**src/rtl/core/assert_macros.svh**
```systemverilog
// Assertion macros used by the sequencer of the stroke extruder.
// Every property is clocked on clk and disabled while arst_n is low.
`ifndef ASSERT_MACROS_SVH
`define ASSERT_MACROS_SVH

// A property that must hold at every clock edge outside reset.
`define A_PROP(lbl, prop) \
	lbl: assert property (@(posedge clk) disable iff (!arst_n) prop) \
		else $error("assertion failed");

// A condition that must never be true outside reset.
`define A_NEVER(lbl, cond) \
	lbl: assert property (@(posedge clk) disable iff (!arst_n) !(cond)) \
		else $error("forbidden condition seen");

`endif

```
**src/rtl/core/pse_pkg.sv**
```systemverilog
// ----------------------------------------------------------------------------
// pse_pkg
// Types, widths and vertex codes shared by the stroke extruder modules.
// ----------------------------------------------------------------------------
`default_nettype none

package pse_pkg;

	// Coordinate width, signed Q16.4.
	localparam int COORD_WIDTH = 20;
	localparam int LW_WIDTH    = 12;
	localparam logic [LW_WIDTH-1:0] LW_RESET = 12'd16;

	// Difference and magnitude widths.
	localparam int DIFF_W = COORD_WIDTH + 1;
	localparam int MAG_W  = COORD_WIDTH + 1;
	// Magnitudes are scaled down below 2^NORM_BITS before the length.
	localparam int NORM_BITS = 21;
	// Radicand: sum of two squares, times 65536.
	localparam int RAD_W     = 2 * NORM_BITS + 1 + 16;
	localparam int SQRT_TOP  = (RAD_W - 1) - ((RAD_W - 1) % 2);
	localparam int SQRT_STEPS = SQRT_TOP / 2 + 1;
	localparam int LEN_W     = SQRT_TOP / 2 + 1;
	// Product of magnitude and width, dividend and divisor.
	localparam int PROD_W    = NORM_BITS + LW_WIDTH;
	localparam int DVD_W     = PROD_W + 9;
	localparam int DVS_W     = LEN_W + 1;
	// The offset never exceeds half the width plus one.
	localparam int Q_W       = LW_WIDTH + 1;
	localparam int DIV_STEPS = Q_W;
	localparam int REM_W     = DVS_W + Q_W - 1 > DVD_W ? DVS_W + Q_W - 1 : DVD_W;
	localparam int E_W       = Q_W + 1;
	localparam int SUM_W     = (COORD_WIDTH > E_W ? COORD_WIDTH : E_W) + 3;
	localparam int CNT_W     = $clog2(SQRT_STEPS > DIV_STEPS ? SQRT_STEPS : DIV_STEPS);

	// Texture u codes.
	localparam logic [1:0] TEX_U_ZERO = 2'd0;
	localparam logic [1:0] TEX_U_HALF = 2'd1;
	localparam logic [1:0] TEX_U_ONE  = 2'd2;

	// Strip vertices in emission order.
	typedef enum logic [3:0] {
		V_SW0, V_SW1, V_NW, V_M1, V_P1, V_M2, V_P2, V_SE, V_NE, V_NE0
	} vert_t;

	typedef struct packed {
		logic signed [COORD_WIDTH-1:0] point_x;
		logic signed [COORD_WIDTH-1:0] point_y;
		logic                          first_point;
		logic                          last_point;
	} in_word_t;

	typedef struct packed {
		logic signed [COORD_WIDTH-1:0] out_x;
		logic signed [COORD_WIDTH-1:0] out_y;
		logic [1:0]                    tex_u;
		logic                          tex_v;
		logic                          zero_length;
		logic                          last_of_run;
	} out_word_t;

	// Controller to datapath.
	typedef struct packed {
		logic  load_in;
		logic  commit;
		logic  diff;
		logic  clear_e;
		logic  norm_step;
		logic  square;
		logic  rad_init;
		logic  sqrt_step;
		logic  mul;
		logic  div_init;
		logic  div_step;
		logic  emit;
		vert_t vert;
		logic  mark_last;
	} dp_cmd_t;

	// Datapath to controller.
	typedef struct packed {
		logic zl;
		logic norm_done;
		logic out_free;
	} dp_sts_t;

endpackage

`default_nettype wire

```
**src/rtl/core/polyline_stroke_extruder.sv**
```systemverilog
// ----------------------------------------------------------------------------
// polyline_stroke_extruder
// Turns polyline vertices into textured triangle-strip vertices of a thick line.
// ----------------------------------------------------------------------------
// Channel  | Direction | Handshake             | Word
// input    | in        | in_valid / in_ready   | in_word  (point, first, last)
// output   | out       | out_valid / out_ready | out_word (vertex, u, v, flags)
// config   | in        | cfg_write             | cfg_data (line_width)
//
// A start vertex passes through the start state and emits nothing.
// A segment runs the direction arithmetic (one scaling check, which never
// shifts at this coordinate width, a 30-step square root, a 13-step divider),
// then 4 to 10 vertices, one per cycle while the output register is free;
// a zero-length segment skips the arithmetic.
// The output register stalls vertex emission while out_ready is low.
// Reset is asynchronous and leaves the block idle with the width set to 1.0.
`default_nettype none

module polyline_stroke_extruder (
	input  wire                          clk,
	input  wire                          arst_n,
	input  wire                          cfg_write,
	input  wire [pse_pkg::LW_WIDTH-1:0]  cfg_data,
	input  wire                          in_valid,
	output logic                         in_ready,
	input  pse_pkg::in_word_t            in_word,
	output logic                         out_valid,
	input  wire                          out_ready,
	output pse_pkg::out_word_t           out_word
);
	import pse_pkg::*;

	dp_cmd_t cmd;
	dp_sts_t sts;

	pse_ctrl u_ctrl (
		.clk         (clk),
		.arst_n      (arst_n),
		.in_valid    (in_valid),
		.in_ready    (in_ready),
		.first_point (in_word.first_point),
		.last_point  (in_word.last_point),
		.sts         (sts),
		.cmd         (cmd)
	);

	pse_datapath u_dp (
		.clk       (clk),
		.arst_n    (arst_n),
		.cfg_write (cfg_write),
		.cfg_data  (cfg_data),
		.in_word   (in_word),
		.cmd       (cmd),
		.sts       (sts),
		.out_valid (out_valid),
		.out_ready (out_ready),
		.out_word  (out_word)
	);

endmodule

`default_nettype wire

```
**src/rtl/core/pse_datapath.sv**
```systemverilog
// ----------------------------------------------------------------------------
// pse_datapath
// Point registers, direction arithmetic (scaling, square root, division),
// vertex offset selection with saturation, and the output register.
// ----------------------------------------------------------------------------
`default_nettype none

module pse_datapath (
	input  wire                            clk,
	input  wire                            arst_n,
	input  wire                            cfg_write,
	input  wire [pse_pkg::LW_WIDTH-1:0]    cfg_data,
	input  pse_pkg::in_word_t              in_word,
	input  pse_pkg::dp_cmd_t               cmd,
	output pse_pkg::dp_sts_t               sts,
	output logic                           out_valid,
	input  wire                            out_ready,
	output pse_pkg::out_word_t             out_word
);
	import pse_pkg::*;

	logic [LW_WIDTH-1:0]           lw_q;
	logic signed [COORD_WIDTH-1:0] cur_x_q, cur_y_q, prev_x_q, prev_y_q;
	logic [MAG_W-1:0]              mx_q, my_q;
	logic                          sx_q, sy_q, zl_q;
	logic [2*NORM_BITS-1:0]        sqx_q, sqy_q;
	logic [RAD_W-1:0]              rad_q, res_q, bit_q;
	logic [PROD_W-1:0]             px_q, py_q;
	logic [REM_W-1:0]              remx_q, remy_q, dsh_q;
	logic [Q_W-1:0]                qx_q, qy_q;
	logic                          out_valid_q;
	out_word_t                     out_q;

	logic signed [DIFF_W-1:0]      dx, dy;
	logic [MAG_W+NORM_BITS-1:0]    mx_ext, my_ext;
	logic [RAD_W-1:0]              trial;
	logic [LEN_W-1:0]              len;
	logic [DVD_W-1:0]              dvd_x, dvd_y;
	logic signed [SUM_W-1:0]       e_s, f_s, base_x, base_y, off_x, off_y, sum_x, sum_y;
	logic [1:0]                    u_c;
	logic                          v_c;

	// Stroke width register.
	always_ff @(posedge clk or negedge arst_n) begin
		if (!arst_n) begin
			lw_q <= LW_RESET;
		end else if (cfg_write) begin
			lw_q <= cfg_data;
		end
	end

	// Segment difference and scaling test.
	assign dx     = DIFF_W'(cur_x_q) - DIFF_W'(prev_x_q);
	assign dy     = DIFF_W'(cur_y_q) - DIFF_W'(prev_y_q);
	assign mx_ext = {{NORM_BITS{1'b0}}, mx_q};
	assign my_ext = {{NORM_BITS{1'b0}}, my_q};
	assign trial  = res_q + bit_q;
	assign len    = res_q[LEN_W-1:0];
	assign dvd_x  = {1'b0, px_q, 8'b0} + DVD_W'(len);
	assign dvd_y  = {1'b0, py_q, 8'b0} + DVD_W'(len);

	assign sts.zl        = zl_q;
	assign sts.norm_done = ((mx_ext >> NORM_BITS) == '0) && ((my_ext >> NORM_BITS) == '0);
	assign sts.out_free  = !out_valid_q || out_ready;

	// Point registers and the iterative direction unit.
	always_ff @(posedge clk) begin
		if (cmd.load_in) begin
			cur_x_q <= in_word.point_x;
			cur_y_q <= in_word.point_y;
		end
		if (cmd.commit) begin
			prev_x_q <= cur_x_q;
			prev_y_q <= cur_y_q;
		end
		if (cmd.diff) begin
			sx_q <= dx[DIFF_W-1];
			sy_q <= dy[DIFF_W-1];
			mx_q <= dx[DIFF_W-1] ? MAG_W'(-dx) : MAG_W'(dx);
			my_q <= dy[DIFF_W-1] ? MAG_W'(-dy) : MAG_W'(dy);
			zl_q <= (dx == '0) && (dy == '0);
		end
		if (cmd.norm_step) begin
			mx_q <= mx_q >> 1;
			my_q <= my_q >> 1;
		end
		if (cmd.square) begin
			sqx_q <= mx_q[NORM_BITS-1:0] * mx_q[NORM_BITS-1:0];
			sqy_q <= my_q[NORM_BITS-1:0] * my_q[NORM_BITS-1:0];
		end
		if (cmd.rad_init) begin
			rad_q <= {(RAD_W - 16)'(sqx_q) + (RAD_W - 16)'(sqy_q), 16'b0};
			res_q <= '0;
			bit_q <= RAD_W'(1) << SQRT_TOP;
		end
		// One step of the digit-by-digit square root.
		if (cmd.sqrt_step) begin
			if (rad_q >= trial) begin
				rad_q <= rad_q - trial;
				res_q <= (res_q >> 1) + bit_q;
			end else begin
				res_q <= res_q >> 1;
			end
			bit_q <= bit_q >> 2;
		end
		if (cmd.mul) begin
			px_q <= mx_q[NORM_BITS-1:0] * lw_q;
			py_q <= my_q[NORM_BITS-1:0] * lw_q;
		end
		if (cmd.div_init) begin
			remx_q <= REM_W'(dvd_x);
			remy_q <= REM_W'(dvd_y);
			dsh_q  <= REM_W'({len, 1'b0}) << (Q_W - 1);
			qx_q   <= '0;
			qy_q   <= '0;
		end
		// One quotient bit per step for both axes.
		if (cmd.div_step) begin
			if (remx_q >= dsh_q) begin
				remx_q <= remx_q - dsh_q;
			end
			if (remy_q >= dsh_q) begin
				remy_q <= remy_q - dsh_q;
			end
			qx_q  <= {qx_q[Q_W-2:0], remx_q >= dsh_q};
			qy_q  <= {qy_q[Q_W-2:0], remy_q >= dsh_q};
			dsh_q <= dsh_q >> 1;
		end
		if (cmd.clear_e) begin
			qx_q <= '0;
			qy_q <= '0;
		end
	end

	// Signed offset e and vertex selection.
	always_comb begin
		e_s = sx_q ? -SUM_W'(qx_q) : SUM_W'(qx_q);
		f_s = sy_q ? -SUM_W'(qy_q) : SUM_W'(qy_q);
		base_x = SUM_W'(cur_x_q);
		base_y = SUM_W'(cur_y_q);
		off_x  = '0;
		off_y  = '0;
		u_c    = TEX_U_HALF;
		v_c    = 1'b0;
		unique case (cmd.vert)
			V_SW0, V_SW1: begin
				base_x = SUM_W'(prev_x_q);
				base_y = SUM_W'(prev_y_q);
				off_x  = f_s - e_s;
				off_y  = -e_s - f_s;
				u_c    = TEX_U_ZERO;
			end
			V_NW: begin
				base_x = SUM_W'(prev_x_q);
				base_y = SUM_W'(prev_y_q);
				off_x  = -f_s - e_s;
				off_y  = e_s - f_s;
				u_c    = TEX_U_ZERO;
				v_c    = 1'b1;
			end
			V_M1: begin
				base_x = SUM_W'(prev_x_q);
				base_y = SUM_W'(prev_y_q);
				off_x  = f_s;
				off_y  = -e_s;
			end
			V_P1: begin
				base_x = SUM_W'(prev_x_q);
				base_y = SUM_W'(prev_y_q);
				off_x  = -f_s;
				off_y  = e_s;
				v_c    = 1'b1;
			end
			V_M2: begin
				off_x = f_s;
				off_y = -e_s;
			end
			V_P2: begin
				off_x = -f_s;
				off_y = e_s;
				v_c   = 1'b1;
			end
			V_SE: begin
				off_x = e_s + f_s;
				off_y = f_s - e_s;
				u_c   = TEX_U_ONE;
			end
			V_NE: begin
				off_x = e_s - f_s;
				off_y = e_s + f_s;
				u_c   = TEX_U_ONE;
				v_c   = 1'b1;
			end
			V_NE0: begin
				off_x = e_s - f_s;
				off_y = e_s + f_s;
				u_c   = TEX_U_ZERO;
			end
			default: begin
				off_x = '0;
				off_y = '0;
			end
		endcase
		sum_x = base_x + off_x;
		sum_y = base_y + off_y;
	end

	function automatic logic signed [COORD_WIDTH-1:0] sat(input logic signed [SUM_W-1:0] s);
		logic [SUM_W-COORD_WIDTH:0] top;
		top = s[SUM_W-1:COORD_WIDTH-1];
		if ((top == '0) || (top == '1)) begin
			return s[COORD_WIDTH-1:0];
		end
		return s[SUM_W-1] ? {1'b1, {(COORD_WIDTH-1){1'b0}}}
		                  : {1'b0, {(COORD_WIDTH-1){1'b1}}};
	endfunction

	// Output register.
	always_ff @(posedge clk or negedge arst_n) begin
		if (!arst_n) begin
			out_valid_q <= 1'b0;
		end else if (cmd.emit) begin
			out_valid_q <= 1'b1;
		end else if (out_ready) begin
			out_valid_q <= 1'b0;
		end
	end

	always_ff @(posedge clk) begin
		if (cmd.emit) begin
			out_q.out_x       <= sat(sum_x);
			out_q.out_y       <= sat(sum_y);
			out_q.tex_u       <= u_c;
			out_q.tex_v       <= v_c;
			out_q.zero_length <= zl_q;
			out_q.last_of_run <= cmd.mark_last;
		end
	end

	assign out_valid = out_valid_q;
	assign out_word  = out_q;

endmodule

`default_nettype wire

```
**src/rtl/core/pse_ctrl.sv**
```systemverilog
// ----------------------------------------------------------------------------
// pse_ctrl
// Sequencer: takes an input word, runs the direction unit step by step and
// walks through the strip vertices of the segment.
// ----------------------------------------------------------------------------
`default_nettype none
`include "assert_macros.svh"

module pse_ctrl (
	input  wire               clk,
	input  wire               arst_n,
	input  wire               in_valid,
	output logic              in_ready,
	input  wire               first_point,
	input  wire               last_point,
	input  pse_pkg::dp_sts_t  sts,
	output pse_pkg::dp_cmd_t  cmd
);
	import pse_pkg::*;

	typedef enum logic [3:0] {
		S_IDLE, S_START, S_DIFF, S_NORM, S_SQ, S_RAD, S_SQRT,
		S_MUL, S_DINIT, S_DIV, S_EMIT
	} state_t;

	state_t           state_q;
	logic [CNT_W-1:0] cnt_q;
	logic             last_q, have_prev_q, on_first_q;
	vert_t            vert_q, end_v;
	logic             accept;

	assign accept   = in_valid && in_ready;
	assign in_ready = (state_q == S_IDLE);
	assign end_v    = last_q ? V_NE0 : V_P2;

	// Commands decoded from the state.
	always_comb begin
		cmd           = '0;
		cmd.vert      = vert_q;
		cmd.mark_last = (vert_q == end_v);
		cmd.load_in   = accept;
		unique case (state_q)
			S_START: cmd.commit    = 1'b1;
			S_DIFF:  cmd.diff      = 1'b1;
			S_NORM: begin
				cmd.clear_e   = sts.zl;
				cmd.norm_step = !sts.zl && !sts.norm_done;
			end
			S_SQ:    cmd.square    = 1'b1;
			S_RAD:   cmd.rad_init  = 1'b1;
			S_SQRT:  cmd.sqrt_step = 1'b1;
			S_MUL:   cmd.mul       = 1'b1;
			S_DINIT: cmd.div_init  = 1'b1;
			S_DIV:   cmd.div_step  = 1'b1;
			S_EMIT: begin
				cmd.emit   = sts.out_free;
				cmd.commit = sts.out_free && (vert_q == end_v);
			end
			default: cmd.load_in = accept;
		endcase
	end

	// State and sequencing registers.
	always_ff @(posedge clk or negedge arst_n) begin
		if (!arst_n) begin
			state_q     <= S_IDLE;
			cnt_q       <= '0;
			last_q      <= 1'b0;
			have_prev_q <= 1'b0;
			on_first_q  <= 1'b0;
			vert_q      <= V_SW0;
		end else begin
			unique case (state_q)
				S_IDLE: begin
					if (accept) begin
						last_q  <= last_point;
						state_q <= (first_point || !have_prev_q) ? S_START : S_DIFF;
					end
				end
				S_START: begin
					have_prev_q <= !last_q;
					on_first_q  <= 1'b1;
					state_q     <= S_IDLE;
				end
				S_DIFF: state_q <= S_NORM;
				S_NORM: begin
					vert_q <= on_first_q ? V_SW0 : V_M1;
					if (sts.zl) begin
						state_q <= S_EMIT;
					end else if (sts.norm_done) begin
						state_q <= S_SQ;
					end
				end
				S_SQ: state_q <= S_RAD;
				S_RAD: begin
					cnt_q   <= CNT_W'(SQRT_STEPS - 1);
					state_q <= S_SQRT;
				end
				S_SQRT: begin
					cnt_q <= cnt_q - 1'b1;
					if (cnt_q == '0) begin
						state_q <= S_MUL;
					end
				end
				S_MUL: state_q <= S_DINIT;
				S_DINIT: begin
					cnt_q   <= CNT_W'(DIV_STEPS - 1);
					state_q <= S_DIV;
				end
				S_DIV: begin
					cnt_q <= cnt_q - 1'b1;
					if (cnt_q == '0) begin
						state_q <= S_EMIT;
					end
				end
				S_EMIT: begin
					if (sts.out_free) begin
						if (vert_q == end_v) begin
							on_first_q  <= 1'b0;
							have_prev_q <= !last_q;
							state_q     <= S_IDLE;
						end else begin
							vert_q <= vert_t'(vert_q + 4'd1);
						end
					end
				end
				default: state_q <= S_IDLE;
			endcase
		end
	end

	// An accepted word keeps the input closed on the next cycle.
	`A_PROP(a_accept_busy, accept |=> !in_ready)
	// Vertices are never produced while the input is open.
	`A_NEVER(a_no_overlap, in_ready && cmd.emit)
	// A vertex is loaded only when the output register can take it.
	`A_PROP(a_emit_free, cmd.emit |-> sts.out_free)

endmodule

`default_nettype wire

```
**config.mk**
```make
export PLATFORM = sky130hd
export DESIGN_NAME = polyline_stroke_extruder
export DESIGN_NICKNAME = d
export VERILOG_FILES = /design/src/rtl/core/pse_pkg.sv /design/src/rtl/core/polyline_stroke_extruder.sv /design/src/rtl/core/pse_datapath.sv /design/src/rtl/core/pse_ctrl.sv
export VERILOG_INCLUDE_DIRS = /design/src /design/src/rtl/core
export SDC_FILE = /design/constraint.sdc
export NUM_CORES = 2
export LEC_CHECK = 0
export ABC_AREA = 1
export BUFFER_PORTS_ARGS = -buffer_cell sky130_fd_sc_hd__buf_2
export CORE_MARGIN = 2
export CORE_UTILIZATION = 45
export CTS_CLUSTER_DIAMETER = 200
export DETAILED_ROUTE_END_ITERATION = 7
export GPL_TIMING_DRIVEN = 0
export PLACE_DENSITY = 0.69
export SYNTH_ARGS = -nofsm -noshare
export SYNTH_HDL_FRONTEND = slang
export SYNTH_SLANG_ARGS = --single-unit
```
**constraint.sdc**
```tcl
create_clock -name clk -period 8.83 [get_ports clk]
set_input_delay 0.883 -clock clk [delete_from_list [all_inputs] [get_ports clk]]
set_output_delay 0.883 -clock clk [all_outputs]
set_load 0.02 [all_outputs]
```
==> metrics.md <==
| Metric | Value |
|---|---|
| Largest net degree at the start of global routing | `40` |
| Post-place instance area | `0.1012 mm2` |
| Post-CTS Setup Bufs | `0` |
| Fmax | `115.7 MHz` |
| Synth top area cells | `fa_1 (21%), edfxtp_1 (14%), ha_1 (12%)` |
| Least-Margin Pin Slew | `1.451 ns` |
| Yosys top cell area share | `0.2092` |
| Clk sinks | `650` |
| Die area | `between 0.2 and 0.25 mm2` |
| Crit-path slowest cell | `clkbuf_1` |
| Cell area after layout | `0.1040 mm2` |
| Syn_area_per_cell | `7.557 um2` |
| CP max stage delay | `0.67 ns` |
| Worst-skew pair later-pin latency | `0.74 ns` |
| Fin crit share | `0.9789` |
| Family with the most delay on the worst path | `adder cells` |
| Main flop type after synthesis | `edfxtp_1` |
| Seq/Total Area, Yosys | `0.1822` |
| Slew HR | `0.03236` |
| Post-synth EDFFs | `448` |
| Max-cap violations | `0` |
| Fin. Hold Viols | `0` |
| Final clock skew | `around 0.044 ns` |
| Clock slew at reported path FFs | `0.06 ns` |
| Total wire length | `roughly 340000 um` |
| Synth cell count leaders | `nand2_1 (2697), inv_1 (2631), fa_1 (1012), a21oi_1 (951), ha_1 (939)` |
| Synthesized instance count | `12817` |
| Vias per Instance | `5.516` |
| Synth Warn # | `0` |
| First-pass GRT wire length | `515700 um` |
| CTS tree | `built` |
| CTS H-tree depth | `3` |
| RSZ-0062 raised after global routing | `true` |
| Crit-path cells | `clkbuf_1 -> clkbuf_1 -> nand2_1 -> fa_1 -> inv_1 -> fa_1 -> fa_1 -> fa_1 -> inv_1 -> fa_1 -> fa_1 -> inv_1 -> fa_1 -> ha_1 -> nand2_1 -> o21ai_0 -> a21oi_1 -> o21ai_0 -> a21oi_1 -> o21ai_0 -> nand4_1 -> o2111ai_1 -> xor2_1` |
| Synth async-reset ratio | `0.04462` |
| Pins Over Slew Limit | `0` |
| Residual DRC | `0` |
| Nets | `15024` |
| GR Util All Layers | `0.3105` |
| Crit path capture type | `flip-flop` |
| Cells after DPL | `15771` |
| Share of layout cells above drive strength 1 | `0.03487` |
| Routed len/inst | `about 22 um` |
| Die height | `467.9 um` |
| Post-synth net total | `14827` |
| CP Buf/Inv Count | `5` |
| Layout area overhead | `7.328%` |
| Antenna violations before repair | `13` |
| Worst setup path class | `reg2reg` |
| Clock Path Buffers | `3` |
| Clock root cell | `clkbuf_16` |
| Hold-fix buffer count after cts | `0` |
| GPL Wtd Cong | `1.038` |
| Crit path DAT | `roughly 9.1 ns` |
| Most frequent cell after synthesis | `nand2_1` |
| Leading area contributor after synthesis | `fa_1` |
| CP startpoint kind | `flip-flop` |
| Post-synthesis register bit count | `650` |
| GR Overflow Total | `0` |
| Detailed Route Iter0 Violations | `9164` |
| Count of different cell masters after synthesis | `79` |
| CP required | `9.29 ns` |
| Non-Filler Instances | `15924` |
| Cell Area, Synth | `0.09685 mm2` |
| Crit path time final | `slightly below 9 ns` |
| TritonCTS buffer count | `79` |
| Initial Utilization | `0.4522` |
| Core Box Area | `0.2142 mm2` |
| Status | `completed` |
| Most frequent CP cell | `fa_1` |
| DPL Wire Length | `284300 um` |
| Number of global-route vias before repair | `85847` |
| # fillers | `roughly 21000` |
| Chip width | `~470 um` |
| Post-CTS sizing | `0` |
| Number of cell rows | `170` |
| PortBufs | `about 110` |
| Pre-Repair DR Iteration Count | `8` |
| I/O pin count | `around 110` |
| Worst Path Max Fanout | `10` |
| Post-DRT Antenna Nets | `0` |
| Hold Crit Class | `in2async` |
| Via Count | `roughly 88000` |
| # setup viols final | `0` |
==> per-stage QoR <==
stage | hold slack [ns] | setup TNS [ns] | utilization | setup slack (ns)
6_report | 0.3270 | 0 | 0.4853 | 0.1865
5_1_grt | 0.3044 | -0.01867 | 0.4852 | -0.01867
4_1_cts | 0.2867 | 0 | 0.4852 | 0.2929
3_5_place_dp | 0.4689 | 0 | 0.4725 | 0.3691
3_3_place_gp | 0.4631 | 0 | 0.4712 | 0.3284
2_1_floorplan | 0.4244 | 0 | - | 2.283
==> registers in the layout (all words and copies together), names as in the netlist, 41 cells and up <==
name	count
u_dp.rad_q	59
u_dp.out_word	45
u_dp.remy_q	43
u_dp.sqy_q	41
u_dp.res_q	59
u_dp.sqx_q	41
u_dp.dsh_q	43
u_dp.remx_q	43
==> path summary, 6_finish.rpt <==
| check | endpoint | slack [ns] | cells after the start | startpoint |
|---|---|---|---|---|
| min in group clk | u_dp.cur_x_q[12]$_DFFE_PP_ | 0.33 | 1 | in_word[34] |
| min reg2reg | u_dp.remx_q[42]$_DFF_P_ | 0.48 | 2 | u_dp.remx_q[42]$_DFF_P_ |
| max | u_dp.sqx_q[41]$_DFFE_PP_ | 0.19 | 23 | u_dp.mx_q[5]$_DFFE_PP_ |
| max in group asynchronous | u_dp.lw_q[7]$_DFFE_PN0P_ | 7.83 | 1 | arst_n |
| max reg2reg | u_dp.sqx_q[41]$_DFFE_PP_ | 0.19 | 23 | u_dp.mx_q[5]$_DFFE_PP_ |
| min | u_dp.out_valid$_DFFE_PN0P_ | 0.33 | 1 | arst_n |
==> cell families after synthesis <==
kind of cell,count (synthesis),share of synthesized area
DFF,650,0.1822
xor gates and xnor gates,585,0.05290
adders and majority gates,1951,0.3305
AOI/OAI and AO/OA,2220,0.1281
muxes,15,0.001705
buffers and inverters,3030,0.1183
and+or+nand+nor,4366,0.1863
==> layer usage <==
metal  global-route usage  wire, um  vias up
li1                     -         -    41066
met1               0.4084    139800    41980
met2               0.4941    153100     3965
met3              0.05768     31390      812
met4               0.1430     18440       12
met5             0.003733       132        -
==> layout make-up <==
type | count | area (um2) | area share
Tap cell | 2838 | 3551 | 0.03416
Inverter | 2656 | 9975 | 0.09595
Timing Repair Buffer | 116 | 745.7 | 0.007174
Clock inverter | 45 | 594.3 | 0.005717
Multi-Input combinational cell | 9137 | 67810 | 0.6523
Clock buffer | 99 | 2123 | 0.02043
Buffer | 374 | 1493 | 0.01436
Antenna cell | 9 | 22.52 | 0.0002167
Sequential cell | 650 | 17640 | 0.1697
==> layout by cell type (no fill, tap or decap), types with 23 or more instances in the layout <==
cell type,Yosys,layout
o21a_1,36,36
or2_2,36,36
nor2_1,863,856
dfrtp_1,28,28
o211ai_1,71,71
inv_1,2631,2631
clkbuf_1,333,342
a221oi_1,25,25
nand2_2,28,29
nor4_1,57,57
nand2_1,2697,2696
a21oi_1,951,951
nor3_1,102,102
fa_1,1012,1012
xnor2_1,213,213
nand3_2,26,26
xor2_1,372,372
o21bai_1,39,39
edfxtp_1,448,448
nand4_1,75,75
nand3b_1,23,23
nand3_1,394,394
a31oi_1,114,114
o21ai_0,743,743
dfxtp_1,173,173
a21boi_0,32,32
ha_1,939,939
a21o_1,60,60
buf_2,24,129
clkbuf_16,0,80
Power is left out: the tool's default activity adds up to more than one toggle a clock period on the data nets, which glitch-free logic cannot reach.
